--- src/design/hmr_pkg.sv ---
`timescale 1ns / 1ps

package hmr_pkg;

  // Default configuration
  localparam int LEVELS_DEF        = 256;
  localparam int CDF_FRAC_BITS_DEF = 16;

  // Fixed field widths
  localparam int ACT_W = 2;
  localparam int IDX_W = 8;
  localparam int CDF_W = 17;
  localparam int PIX_W = 8;

  // Action codes
  localparam logic [ACT_W-1:0] ACT_LOAD_SRC = 2'd0;
  localparam logic [ACT_W-1:0] ACT_LOAD_REF = 2'd1;
  localparam logic [ACT_W-1:0] ACT_BUILD    = 2'd2;
  localparam logic [ACT_W-1:0] ACT_MAP      = 2'd3;

  typedef struct packed {
    logic [ACT_W-1:0] action;
    logic [IDX_W-1:0] level_index;
    logic [CDF_W-1:0] cdf_value;
    logic [PIX_W-1:0] pixel_in;
  } in_item_t;

  typedef struct packed {
    logic [PIX_W-1:0] pixel_out;
    logic             map_ready;
  } out_item_t;

  // Controller to datapath commands
  typedef struct packed {
    logic load_src;    // write quantized cdf into source table
    logic load_ref;    // write quantized cdf into reference table
    logic map_rd;      // read level map at the incoming pixel
    logic build_init;  // clear source level counter and previous map value
    logic src_rd;      // read source table at current level
    logic ref_first;   // start reference scan at level zero
    logic ref_next;    // advance reference scan
    logic map_wr;      // write map entry for current source level
    logic next_i;      // advance source level
    logic out_load;    // capture a result into the output register
    logic out_map;     // result carries the looked-up pixel
    logic out_flag;    // map_ready bit of the result
  } dp_cmd_t;

  // Datapath to controller status
  typedef struct packed {
    logic scan_stop;   // reference scan found its level or hit the end
    logic last_i;      // current source level is the top one
  } dp_stat_t;

endpackage

--- src/design/hmr_ctrl.sv ---
`timescale 1ns / 1ps

module hmr_ctrl (
  input  logic                     clk,
  input  logic                     rst_n,
  input  logic                     in_valid,
  output logic                     in_ready,
  input  logic [hmr_pkg::ACT_W-1:0] action,
  output logic                     out_valid,
  input  logic                     out_ready,
  input  hmr_pkg::dp_stat_t        stat,
  output hmr_pkg::dp_cmd_t         cmd
);

  localparam logic [2:0] ST_IDLE      = 3'd0;
  localparam logic [2:0] ST_MAP_WAIT  = 3'd1;
  localparam logic [2:0] ST_SRC_RD    = 3'd2;
  localparam logic [2:0] ST_SCAN      = 3'd3;
  localparam logic [2:0] ST_BUILD_OUT = 3'd4;

  logic [2:0] state_r, state_nxt;
  logic       out_valid_r, out_valid_nxt;
  logic       built_r, built_nxt;
  logic       out_free;
  logic       accept;

  assign out_free = !out_valid_r || out_ready;
  assign in_ready = (state_r == ST_IDLE) && out_free;
  assign accept   = in_valid && in_ready;

  // Sequencer
  always_comb begin
    state_nxt = state_r;
    built_nxt = built_r;
    cmd       = '0;
    case (state_r)
      ST_IDLE: begin
        if (accept) begin
          case (action)
            hmr_pkg::ACT_LOAD_SRC, hmr_pkg::ACT_LOAD_REF: begin
              cmd.load_src = (action == hmr_pkg::ACT_LOAD_SRC);
              cmd.load_ref = (action == hmr_pkg::ACT_LOAD_REF);
              cmd.out_load = 1'b1;
              cmd.out_flag = 1'b0;
              built_nxt    = 1'b0;
            end
            hmr_pkg::ACT_BUILD: begin
              cmd.build_init = 1'b1;
              state_nxt      = ST_SRC_RD;
            end
            default: begin
              cmd.map_rd = 1'b1;
              state_nxt  = ST_MAP_WAIT;
            end
          endcase
        end
      end
      ST_MAP_WAIT: begin
        if (out_free) begin
          cmd.out_load = 1'b1;
          cmd.out_map  = 1'b1;
          cmd.out_flag = built_r;
          state_nxt    = ST_IDLE;
        end
      end
      ST_SRC_RD: begin
        cmd.src_rd    = 1'b1;
        cmd.ref_first = 1'b1;
        state_nxt     = ST_SCAN;
      end
      ST_SCAN: begin
        if (stat.scan_stop) begin
          cmd.map_wr = 1'b1;
          if (stat.last_i) begin
            state_nxt = ST_BUILD_OUT;
          end else begin
            cmd.next_i = 1'b1;
            state_nxt  = ST_SRC_RD;
          end
        end else begin
          cmd.ref_next = 1'b1;
        end
      end
      ST_BUILD_OUT: begin
        built_nxt = 1'b1;
        if (out_free) begin
          cmd.out_load = 1'b1;
          cmd.out_flag = 1'b1;
          state_nxt    = ST_IDLE;
        end
      end
      default: begin
        state_nxt = ST_IDLE;
      end
    endcase
  end

  // Output valid tracking
  always_comb begin
    out_valid_nxt = out_valid_r && !out_ready;
    if (cmd.out_load) begin
      out_valid_nxt = 1'b1;
    end
  end

  always_ff @(posedge clk) begin
    if (!rst_n) begin
      state_r     <= ST_IDLE;
      out_valid_r <= 1'b0;
      built_r     <= 1'b0;
    end else begin
      state_r     <= state_nxt;
      out_valid_r <= out_valid_nxt;
      built_r     <= built_nxt;
    end
  end

  assign out_valid = out_valid_r;

endmodule

--- config.mk ---
export PLATFORM = sky130hd
export DESIGN_NAME = hmr_ctrl
export DESIGN_NICKNAME = d
export VERILOG_FILES = /design/src/design/hmr_pkg.sv /design/src/design/hmr_ctrl.sv
export SDC_FILE = /design/constraint.sdc
export NUM_CORES = 1
export LEC_CHECK = 0
export ABC_AREA = 1
export BUFFER_PORTS_ARGS = -buffer_cell sky130_fd_sc_hd__buf_2
export CAP_MARGIN = 20
export CELL_PAD_IN_SITES_DETAIL_PLACEMENT = 1
export CELL_PAD_IN_SITES_GLOBAL_PLACEMENT = 2
export CORE_ASPECT_RATIO = 0.75
export CORE_MARGIN = 2
export CORE_UTILIZATION = 21
export CTS_CLUSTER_SIZE = 10
export DETAILED_ROUTE_END_ITERATION = 10
export PLACE_DENSITY = 0.86
export SLEW_MARGIN = 20
export SYNTH_ARGS = -nofsm -noshare
export SYNTH_HDL_FRONTEND = slang
export SYNTH_SLANG_ARGS = --single-unit
--- constraint.sdc ---
create_clock -name clk -period 3 [get_ports clk]
set_input_delay 0 -clock clk [delete_from_list [all_inputs] [get_ports clk]]
set_output_delay 0 -clock clk [all_outputs]
set_load 0.01 [all_outputs]
* Word level (Yosys, flattened, before mapping)
Index checks and enable logic that the tools add are counted.
** Operators by class
- Equality and inequality tests :: 11
- Bitwise logic cells :: 0
- Divide/modulo/power cells :: 0
- $lt $le $gt $ge :: 0
- Multiply operators :: 0
- Reductions and logical operators :: 14
- Add/sub/neg operators :: 0
- Muxes and demuxes :: 27
- Shift-type cells :: 0
** Operators by type and width (number)
- $mux 3 :: 6
- $pmux 3 s4 :: 1
- $mux 1 :: 11
- $mux 4 :: 2
- $eq 3x2->1 const B :: 2
- $mux 2 :: 3
- $ne 2x2->1 const B :: 3
- $pmux 3 s2 :: 1
- $ne 2x1->1 const B :: 2
- $pmux 1 s2 :: 2
- $reduce_and 4->1 :: 1
- $reduce_or 2->1 :: 2
- $eq 3x1->1 const B :: 1
- $eq 3x3->1 const B :: 1
- $logic_and 1x1->1 :: 3
- $logic_not 3->1 :: 1
- $pmux 1 s3 :: 1
- $reduce_and 3->1 :: 1
- $reduce_or 3->1 :: 1
- $eq 2x1->1 const B :: 1
- $eq 2x2->1 const B :: 1
- $logic_not 1->1 :: 2
- $logic_not 2->1 :: 1
- $reduce_bool 2->1 :: 1
- $logic_or 1x1->1 :: 1
** Word-level totals
- Memories :: 0
- Bits in latches :: 0
- Register bits after elaboration :: 5
- ROM bits :: 0
- Word-level logic and storage cells :: 55
- Bits of input ports :: 8
- Memory bits (writable) :: 0
- Output and inout port bits :: 14

* Longest topological paths before layout
Gate-level depths: netlist of the first run.
- Word-level depth :: 7
- Mapped depth :: 9
- Mapped depth without buffers :: 9

* Least setup slack after synthesis of the first run
Ideal clock, no wire load.
- Path kind :: register to register
- Start :: register out_valid_r (netlist: out_valid)
- End :: register out_valid_r (netlist: out_valid)
- Slack :: 1.786 ns
- Arrival time :: 1.101 ns
- Path buffers :: 0
- Stages on the path, launching flop included :: 8
- Setup time :: 0.113 ns
- Data required time :: 2.887 ns
- Period minus slack after synthesis :: 1.214 ns
- Cell sequence :: dfxtp_1 -> inv_1 -> nor2_2 -> nor2_4 -> nand3_2 -> nand2_1 -> o21ai_1 -> inv_1
** RTL lines
- from (decl) :: RTL line hmr_ctrl.sv:22 : logic out_valid_r, out_valid_nxt;
- from (signal assigned) :: RTL line hmr_ctrl.sv:113 : out_valid_r <= out_valid_nxt;

==> impl_metrics.csv, run 1 <==
group,metric,value,unit
run_status,status,"finished, final reports clean",
min_path,hp-class,"in2reg",
yosys,synthCells,71,
yosys,synth.area.top_cells,"dfxtp_1 (24%), nand2_1 (14%), inv_1 (11%), nor2_1 (11%), nor2_2 (7.5%)",
clocking,root_buffer,"clkbuf_4",
final_layout,fillCellCount,256,
timing,fin_crit,1.35,ns
die,coreArea,0.00181,sq mm
clocking,cts_tree,"yes",
yosys,postSynthAreaPerCell,5.89,sq um
yosys,yosysMostFrequentCell,"nand2_1",
global_routing,grt_pass1_vias,466,
die,initial_core_util,23.1,%
routing,routedWlPerCell,9.64,um
timing,fin_crit_sh,44.9,%
global_routing,grt_start_max_net_pins,7,
timing,rsz0062_at_grt,"false",
timing,clock_skew,0.00107,ns
final_layout,drive_gt1_share,41.7,%
worst_setup_path,slowest_delay,0.36,ns
worst_setup_path,cp-end-kind,"primary output",
yosys,ys.flop_type,"dfxtp_1",
flow_run,cap_violations,0,
global_routing,grt_usage,10.6,%
worst_setup_path,path_class,"reg2out",
placement,dpl_worst_slack,1.77,ns
routing,via_count,509,
routing,drt_iter0_drc,4,
timing,fmax,743,MHz
power,peakVddDrop,0.000381,V
routing,post-route-drc-count,0,
routing,drtAntennaViolNets,0,
yosys,synth_cell_types,18,
clocking,clk_pin_slew,0.04,ns
worst_setup_path,crit_fanout,5,
yosys,async_flop_share,0,%
timing,setup_viol,0,
worst_setup_path,path_cells,"nor2_2 -> nand2_2 -> nor2_4 -> nand2_1 -> nor3_1 -> buf_2",
worst_setup_path,start_kind,"flop",
power,p_total,0.000565,W
placement,hpwlAfterDp,1020,um
final_layout,nNetsFinal,105,
routing,viasPerCell,4.31,
timing,tightest_slew,0.307,ns
final_layout,stdcell_area,579,sq um
worst_setup_path,cp.required,3.00,ns
timing,slew_headroom,79.5,%
placement,placed_area,543,sq um
yosys,yosys_warnings,0,
yosys,synth_edf_count,0,
yosys,synth_top_cell_by_area,"dfxtp_1",
worst_setup_path,worstPathArrival,1.35,ns
placement,io_buffers,21,
timing,setup-tns-final,0,ns
yosys,seq_area_frac_synth,24.0,%
clocking,numCtsBuffers,3,
timing,hold_viol_final,0,
clocking,htreeDepth,1,
clocking,clkSinkCount,5,
clocking,cts_resized,0,
yosys,ys_top_cells_by_count,"nand2_1 (16), inv_1 (12), nor2_1 (12)",
routing,first_pass_iters,4,
global_routing,grt_antenna_before_repair,0,
die,io_pins,22,
yosys,synth_seq_cells,5,
routing,drt-total-wl,1140,um
power,p_leak,0.350,nW
worst_setup_path,crit_slowest_cell,"dfxtp_1",
die,die-area,0.00237,sq mm
clocking,clkLatencyLatePin,0.24,ns
final_layout,area_growth,38.6,%
yosys,synth_area,418,sq um
die,fp.dieH,42.6,um
final_layout,antenna-diode-count,0,
die,row_count,13,
placement,place.gp.congestion,0.723,
yosys,syn-num-nets,79,
final_layout,finish.utilization,32.1,%
yosys,synth_top_area_share,24.0,%
timing,slew_viol_final,0,
timing,fin_ws,1.65,ns
die,die_w,55.5,um
global_routing,grt_pass1_wl,1950,um
power,power.density,975,mW/mm^2
global_routing,overflow,0,
clocking,clock_path_buffers,2,
==> where the power goes <==
group	switching, W	total, W	internal, W
sequential	0.0000272	0.000121	0.0000935
clock	0.0000266	0.0000768	0.0000502
combinational	0.000234	0.000367	0.000134
total	0.000287	0.000565	0.000278
==> flip-flops by register name, indices dropped and copies added, names as in the netlist <==
register	count
out_valid	1
state_r	3
built_r	1
==> final timing paths <==
kind,endpoint,slack (ns),start,depth (start not counted)
setup / recovery,cmd[9],1.65,state_r[2],6
hold / removal,state_r[1],0.12,stat[1],4
setup reg to reg,state_r[0],1.76,state_r[2],7
hold reg to reg,built_r,0.56,built_r,2
==> per-layer routing <==
| layer | global-route usage (%) | vias up | wire (um) |
|---|---|---|---|
| li1 | - | 267 | - |
| met1 | 13.5 | 230 | 586 |
| met2 | 16.9 | 12 | 496 |
| met3 | 2.78 | 0 | 55 |
| met4 | 4.39 | 0 | 0 |
| met5 | 0 | - | 0 |
==> critical path, delay by kind of cell, from the launching register on <==
family,cells,cell delay [ns]
buf+inv,1,0.16
simple gates,5,0.58
flops,1,0.36
==> kinds of logic after synthesis <==
| family | share of synthesized area [%] |
|---|---|
| buffers and inverters | 15.3 |
| flip-flops | 24.0 |
| AND/OR/NAND/NOR | 51.5 |
| AO/OA/AOI/OAI | 9.28 |
==> through the flow <==
step / hold WS [ns] / cells
floorplan: 0.0475 / 71
global placement: 0.246 / 113
detailed placement: 0.251 / 113
CTS: 0.117 / 118
global route: 0.158 / 118
finish: 0.120 / 118
==> layout by cell type (no fill, tap or decap), types with 2 or more instances in the layout <==
| master | count |
|---|---|
| nand3_1 | 2 |
| nor2_2 | 5 |
| nand2_1 | 16 |
| a21oi_1 | 2 |
| inv_2 | 3 |
| nand3_2 | 2 |
| nor2_1 | 12 |
| dfxtp_1 | 5 |
| inv_1 | 12 |
| buf_2 | 21 |
| nand2_2 | 3 |
| clkbuf_4 | 3 |
| o21ai_2 | 2 |
==> timing repair <==
action / in CTS / in global routing
hold endpoints to repair: 1 / 0
buffers inserted: 0 / 0
hold buffers: 1 / 0
==> layout make-up <==
cell class	instances	area, sq um	area share [%]
timing repair buffer	22	115	19.9
tap	22	27.5	4.75
multi-input combinational	50	254	43.8
clock buffer	4	26.3	4.54
inverter	15	56.3	9.72
sequential	5	100	17.3
No activity file was read; power rests on OpenSTA's default activity.
==> run 2: changes to the inputs <==
- ABC_AREA: 1 -> 0
- CORE_UTILIZATION: 21 -> 19
- PLACE_DENSITY: 0.86 -> 0.78
- clock period: 3 -> 1.1 ns (I/O delays scaled with it)
==> run 2 against run 1 <==
Against the previous run: the run now ends with negative setup slack left; setup slack worse by 1.9 ns; count of clock-buffer cells in the layout unchanged; sequential power rose by 100%; power grew 130%; sequential share of layout area fell by 6.4 points; highest routed layer is now met4.
==> impl_metrics.csv, run 2 <==
group,metric,value,unit
yosys,synth_edf_count,0,
worst_setup_path,crit_buf_inv,0,
yosys,yosysMostFrequentCell,"nor2_1",
clocking,clkLatencyLatePin,0.25,ns
global_routing,grt_antenna_before_repair,0,
routing,via_count,616,
placement,io_buffers,21,
placement,hpwlAfterDp,1170,um
worst_setup_path,cp-end-kind,"flop",
global_routing,overflow,0,
timing,slew_headroom,69.9,%
worst_setup_path,crit_fanout,3,
timing,hold_viol_final,0,
global_routing,grt_pass1_wl,3010,um
worst_setup_path,worstPathArrival,1.52,ns
timing,clock_skew,0.0123,ns
routing,post-route-drc-count,0,
timing,fin_crit,1.36,ns
die,initial_core_util,20.6,%
global_routing,grt_start_max_net_pins,11,
yosys,synth_seq_cells,5,
final_layout,regMostFlops,"state_r",
timing,slew_viol_final,0,
timing,fin_crit_sh,124,%
yosys,ys.flop_type,"dfxtp_1",
worst_setup_path,cp_top_family,"compound AO/OA/AOI/OAI gates",
power,power.density,1290,mW/mm^2
routing,drt-total-wl,2030,um
worst_setup_path,path_class,"reg2reg",
routing,drt_iter0_drc,8,
die,fp.dieH,44.9,um
yosys,postSynthAreaPerCell,7.05,sq um
clocking,cts_hold_buf,0,
timing,tightest_slew,0.452,ns
routing,routedWlPerCell,15.5,um
clocking,htreeDepth,1,
die,io_pins,22,
final_layout,area_growth,139,%
power,peakVddDrop,0.000721,V
timing,setup-tns-final,-2.66,ns
yosys,synth_cell_types,25,
timing,rsz0062_at_grt,"true",
placement,place.gp.congestion,0.783,
worst_setup_path,slowest_delay,0.44,ns
routing,first_pass_iters,4,
yosys,synth_area,423,sq um
yosys,ys_top_cells_by_count,"nor2_1 (10), nand2_1 (8), dfxtp_1 (5), nand2b_1 (5), a21oi_1 (4)",
clocking,clk_pin_slew,0.06,ns
placement,numPlacedInstances,115,
final_layout,antenna-diode-count,0,
power,p_leak,0.452,nW
yosys,seq_area_frac_synth,23.7,%
worst_setup_path,cp.required,1.26,ns
final_layout,largest_register_ffs,3,
die,coreArea,0.00205,sq mm
routing,viasPerCell,4.70,
worst_setup_path,path_cells,"nor2b_4 -> nor2_2 -> a222oi_1 -> mux2i_1",
routing,drtAntennaViolNets,0,
global_routing,grt_usage,16.0,%
flow_run,cap_violations,0,
global_routing,grt_pass1_vias,597,
clocking,clkSinkCount,5,
yosys,async_flop_share,0,%
timing,setup_viol,18,
clocking,cts_tree,"yes",
final_layout,stdcell_count,131,
final_layout,final_cell_mix,"buf_6 (21), buf_2 (14), buf_4 (12)",
final_layout,drive_gt1_share,77.6,%
clocking,numCtsBuffers,3,
final_layout,final_common_cell,"buf_6",
die,row_count,14,
worst_setup_path,start_kind,"flop",
yosys,syn-num-nets,68,
die,die-area,0.00262,sq mm
yosys,synthCells,60,
yosys,yosys_warnings,0,
final_layout,nNetsFinal,116,
worst_setup_path,crit_slowest_cell,"a222oi_1",
min_path,hp-class,"in2reg",
yosys,synth.area.top_cells,"dfxtp_1 (24%), nor2_1 (8.9%), nand2b_1 (7.4%), nand2_1 (7.1%), a21oi_1 (4.7%)",
run_status,violations,"negative setup slack",
clocking,root_buffer,"clkbuf_4",
yosys,synth_top_area_share,23.7,%
timing,fin_ws,-0.259,ns
die,die_w,58.5,um
clocking,clock_path_buffers,2,
placement,dpl_worst_slack,-0.188,ns
yosys,synth_top_cell_by_area,"dfxtp_1",
run_status,status,"complete, but fails checks",
timing,fmax,736,MHz
==> run 2: cell count changes in the layout (fill, tap and decap cells not counted), sizes merged, moves of 5 or more <==
cell	change
nor2	-7
nand2b	+5
nand2	-11
inv	-13
buf	+26
==> run 2: timing repair <==
item	4_1_cts	5_1_grt
buffers inserted	8	8
resized for setup	38	19
gates cloned	0	0
pin swaps	14	11
setup endpoints to repair	18	18
==> run 2: logic make-up after synthesis <==
group	synth area share [%]
and+or+nand+nor	45.0
DFF	23.7
buffers and inverters	9.17
AOI/OAI and AO/OA	19.8
muxes	2.37
==> run 2: final timing paths <==
path	start	to	slack [ns]	cells past startpoint
max	out_valid	state_r[0]	-0.26	4
min reg2reg	built_r	built_r	0.56	2
max reg2reg	out_valid	state_r[0]	-0.26	4
min	rst_n	out_valid	0.04	2
==> run 2: area by class of cell <==
type,count,area [sq um]
Timing Repair Buffer,47,397
Clock buffer,4,26.3
Fill cell,243,1040
Multi-Input combinational cell,49,442
Tap cell,24,30.0
Sequential cell,5,110
Inverter,2,7.51
==> run 2: stage by stage <==
step / utilization, % / total power [W] / hold WS (ns) / instance area, sq um
after CTS: 43.7 / 0.00112 / 0.0256 / 896
after global routing: 49.4 / 0.00138 / 0.0491 / 1010
final: 49.4 / 0.00130 / 0.0401 / 1010
after global placement: 32.0 / 0.000699 / 0.266 / 656
after floorplan: - / 0.000487 / 0.0300 / 450
after detailed placement: 32.0 / 0.000707 / 0.276 / 656
==> run 2: per-layer routing <==
layer  vias to the layer above  track usage (%)  wire length, um
li1                        298                -                -
met1                       297             17.6              811
met2                        17             30.8             1100
met3                         4             2.87               73
met4                         0             6.05               50
met5                         -                0                0
==> run 2: where the power goes <==
| part | switching [W] | leakage, nW | internal, W |
|---|---|---|---|
| combinational | 0.000365 | 0.394 | 0.000468 |
| sequential | 0.0000398 | 0.0430 | 0.000208 |
| clock | 0.0000850 | 0.0150 | 0.000138 |
| total | 0.000490 | 0.452 | 0.000813 |
